--- src/sv/window_coefficient_apply_macros.svh ---
// Assertion macros shared by the window weighting RTL.
`ifndef WINDOW_COEFFICIENT_APPLY_MACROS_SVH
`define WINDOW_COEFFICIENT_APPLY_MACROS_SVH

// Same-cycle implication, sampled on clk_i, disabled while rst_ni is low.
`define WCA_ASSERT_IMPL(name, pre, post, msg) \
  name: assert property (@(posedge clk_i) disable iff (!rst_ni) (pre) |-> (post)) \
    else $error(msg);

// Next-cycle implication, sampled on clk_i, disabled while rst_ni is low.
`define WCA_ASSERT_NEXT(name, pre, post, msg) \
  name: assert property (@(posedge clk_i) disable iff (!rst_ni) (pre) |=> (post)) \
    else $error(msg);

`endif

--- src/sv/wca_mul.sv ---
// Shared signed multiplier with a registered product.
module wca_mul #(
  parameter int unsigned W = 33
) (
  input  logic                  clk_i,
  input  logic signed [W-1:0]   a_i,
  input  logic signed [W-1:0]   b_i,
  output logic signed [2*W-1:0] p_o
);

  logic signed [2*W-1:0] p_q;

  // One product per cycle, registered before any use.
  always_ff @(posedge clk_i) begin
    p_q <= a_i * b_i;
  end

  assign p_o = p_q;

endmodule

--- config.mk ---
export PLATFORM = sky130hd
export DESIGN_NAME = wca_mul
export DESIGN_NICKNAME = d
export VERILOG_FILES = /design/src/sv/window_coefficient_apply_macros.svh /design/src/sv/wca_mul.sv
export SDC_FILE = /design/constraint.sdc
export NUM_CORES = 2
export LEC_CHECK = 0
export BUFFER_PORTS_ARGS = -buffer_cell sky130_fd_sc_hd__buf_2
export CORE_MARGIN = 2
export CORE_UTILIZATION = 44
export DETAILED_ROUTE_END_ITERATION = 8
export PLACE_DENSITY_LB_ADDON = 0.15
export SETUP_SLACK_MARGIN = 0.2
export SYNTH_ARGS = -nofsm -noshare
export SYNTH_HDL_FRONTEND = slang
export SYNTH_SLANG_ARGS = --single-unit
export TNS_END_PERCENT = 10
--- constraint.sdc ---
create_clock -name clk_i -period 9.91 [get_ports clk_i]
set_input_delay 1.982 -clock clk_i [delete_from_list [all_inputs] [get_ports clk_i]]
set_output_delay 1.982 -clock clk_i [all_outputs]
set_load 0.03 [all_outputs]
**Word level (Yosys, flattened, before mapping)**

Cells that the tools add are included.

- Multipliers: 1

Operators by type and width:

| operator | count |
|---|---|
| multiplier 33 x 33 -> 66 bit | 1 |

- Flip-flop bits (word level): 66
- Input bits: 67
- Word-level logic and storage cells: 2
- Output and inout bits: 66

**Logic depth before layout (Yosys ltp)**

- Word-level depth: 1
- Gate-level depth with buffers: 27
- Gate-level depth less buffers: 26

**Worst setup path after synthesis**

No wires, ideal clock.

- Kind: in2reg
- Start: input port a_i[32]
- End: register p_q[62], in the netlist p_o[62]
- Library setup time: 0.079 ns
- Buffers on the path: 2
- Slack: 0.692 ns
- Stages: 23
- Arrival time: 9.139 ns
- Required time: 9.831 ns
- Path through: clkbuf_1 -> nand2_1 -> inv_1 -> fa_1 -> fa_1 -> fa_1 -> fa_1 -> fa_1 -> fa_1 -> fa_1 -> inv_1 -> fa_1 -> inv_1 -> ha_1 -> clkbuf_1 -> and3_1 -> nand3_1 -> nand2b_1 -> a2111oi_4 -> a211oi_4 -> a21o_2 -> a21o_1 -> a211oi_2

- Cells in the longest elaborated chain, start to end: 1

Ends and longest elaborated chain:

| what | line | source |
|---|---|---|
| start, declared | wca_mul.sv:6 | `input logic signed [W-1:0] a_i,` |
| multiplier 33 x 33 -> 66 bit | wca_mul.sv:15 | `p_q <= a_i * b_i;` |
| end signal, assigned | wca_mul.sv:15 |  |
| end, declared | wca_mul.sv:11 | `logic signed [2*W-1:0] p_q;` |

Every way passes these cells.

**Worst setup path in the final report**

- Start: input port b_i[10]
- End: register p_q[58], in the netlist p_o[58]

- Cells in the longest elaborated chain, start to end: 1

Ends and longest elaborated chain:

| what | line | source |
|---|---|---|
| start, declared | wca_mul.sv:7 | `input logic signed [W-1:0] b_i,` |
| multiplier 33 x 33 -> 66 bit | wca_mul.sv:15 |  |

Every way passes these cells.

==> impl_metrics.toml <==
[floorplan]
ioPinCount = 133
die_area_um2 = 95000
std_cell_rows = 111
die_w_um = 308
core_area_um2 = 91700
dieHeight_um = 308
start_util_pct = 44.4

[clocking]
cts_tree = "yes"
clkTransAtPathRegs_ns = 0.08
numCtsBuffers = 9
clock_path_buffers = 2
cts_sinks = 66
cts_max_level = 3
ctsHoldBuffers = 0
root_buffer = "clkbuf_16"

[place]
place.gp.congestion = 0.874
place_ws_ns = 0.0436
dp_hpwl_mm = 98.4
portBuffers = 132
place_inst = 5568

[synthesis]
synth_area_per_cell_um2 = 9.39
yosysWarningCount = 0
synth_nets = 5767
async_flop_share_pct = 0
synth-seq-cells = 66
synth-compound-area-share_pct = 4.07
synthFlopType = "dfxtp_1"
synth_cell_types = 80
synth_xor_area_share_pct = 1.46
muxShareOfSynthArea_pct = 0
yosys.area_share.simple_pct = 15.8
synth_fa_ha_area_share_pct = 62.9
netlist_area_um2 = 40700
synth_top_family_by_area = "adder cells"
ys_seq_area_share_pct = 3.24
syn_inst = 4338
synth_edf_count = 0

[final_layout]
ff_latch_area_um2 = 1320
drive_gt1_share_pct = 7.23
area_growth_pct = 6.75
largest_register_ff_count = 66
multi_input_area_um2 = 34300
final_cells = 5587
final_common_cell = "fa_1"
layout.nets = 5822
final_cell_mix = "fa_1 (1145), inv_1 (1131), and2_1 (562)"
fillerInstances = 8949

[global_routing]
grt_pass1_vias = 31400
grt_max_degree = 34
globalRoute.totalOverflow = 0
grt_pass1_wl_mm = 184
antenna_found_initial = 7
grt.total_usage_pct = 25.7

[detailed_routing]
dr.pass1.iters = 5
m1WireLength_mm = 45.5
highest_layer = "met5"
met3WireLength_mm = 3.62
drt_drc_violations_left = 0
wl_per_cell_um = 20.3
met2WireLength_mm = 59.5
vias = 28200
drt_iter0_markers = 1378
avgViaCountPerCell = 5.05
ant_nets = 0
drt_wl_total_mm = 114

[timing]
max_freq_mhz = 106
fin_ws_ns = 0.459
slew_headroom_pct = 42.6
hold_viol = 0
maxSlewViolCount = 0
final.period_utilization_pct = 95.4
fin_setup_tns_ns = 0
setup_viol = 0
fin_crit_ns = 9.45
tightest_slew_ns = 0.861
rsz0062_at_grt = "no"

[worst_hold_path]
hp-start = "b_i[0]"
hp-class = "input port to flop"
min_path_cells = 3
hold_end = "p_o[0]"

[critical_path]
crit_path_end_kind = "flop"
crit_type = "input port to flop"
startpoint_type = "input port"
critPathLaunch = "b_i[10]"
required_ns = 10.19
worstPathMaxFanout = 22
crit_arrival_ns = 9.73

[flow_run]
drv_cap = 0

[status]
status = "finished clean"
-- how the worst max path moves through the flow --
| stage | slack [ns] | endpoint | depth (start not counted) |
|---|---|---|---|
| after floorplan | 0.69 | p_o[62] | 23 |
| after global placement | 0.12 | p_o[58] | 24 |
| after detailed placement | 0.04 | p_o[58] | 24 |
| after CTS | 0.50 | p_o[58] | 24 |
| after global routing | 0.23 | p_o[58] | 25 |
| final | 0.46 | p_o[58] | 25 |
-- metal layers --
layer / global-route usage [%] / up-vias
li1: - / 12400
met1: 32.3 / 15000
met2: 45.8 / 575
met3: 2.41 / 180
met4: 10.1 / 2
met5: 0 / -
-- repair_timing --
| item | 4_1_cts | 5_1_grt |
|---|---|---|
| setup buffers | 0 | 0 |
| resized for setup | 0 | 1 |
| endpoints found under the setup margin | 0 | 1 |
-- synthesized netlist by cell type (4+ instances only) --
library cell  number  share of area, %
fa_1            1145                56
inv_1           1131                10
and2_1           562               8.6
nand2_1          551               5.1
ha_1             217               6.7
clkbuf_1         208               1.9
nor2_1            68              0.63
dfxtp_1           66               3.2
a21oi_1           57              0.70
xnor2_1           43              0.92
a21o_1            36              0.66
nand3_1           25              0.31
o21ai_0           25              0.31
xor2_1            25              0.54
nand2b_1          12              0.18
buf_2             11              0.14
nand4_1           11              0.17
o21bai_1          11              0.20
a31oi_1            8              0.12
a211oi_1           7              0.13
nor3_1             7             0.086
a211o_1            6              0.13
o21a_1             6              0.11
o21ai_1            6             0.074
and3_1             5             0.077
and4_1             5              0.11
nor2b_1            5             0.077
o211ai_1           4             0.074
-- worst max-delay path, stage by stage --
cell	delay [ns]
buf_2	0.48
buf_4	0.34
nand2_1	0.10
fa_1	0.53
inv_1	0.06
fa_1	0.43
fa_1	0.50
inv_1	0.06
fa_1	0.46
fa_1	0.52
fa_1	0.56
inv_1	0.06
fa_1	0.55
inv_1	0.08
fa_1	0.48
inv_1	0.04
ha_1	0.38
a21oi_1	0.15
o21ai_0	0.14
a311o_1	0.37
a31o_1	0.27
a211oi_4	0.64
a21oi_2	0.17
nor4b_2	0.28
a311oi_1	0.08
-- stage by stage --
step	util (%)	hold slack (ns)	instance area, um2
finish	47.4	2.24	43500
global route	47.4	2.26	43500
CTS	47.4	2.22	43500
detailed placement	47.0	2.42	43100
global placement	47.0	2.42	43100
floorplan	-	2.11	40700
-- final cells by class --
cell class,count,area share [%]
multi-input combinational,2920,78.9
inverter,1131,9.76
timing repair buffer,265,4.05
tap,1186,3.41
sequential,66,3.04
clock buffer,10,0.527
clock inverter,6,0.262
antenna,3,0.0173
-- cell families after synthesis --
logic type,count (synthesis)
buf+inv,1352
fa+ha+maj,1362
flops,66
xor+xnor,68
compound gates,219
simple gates,1271
Power is left out: the tool's default activity adds up to more than one toggle a clock period on the data nets, which glitch-free logic cannot reach.
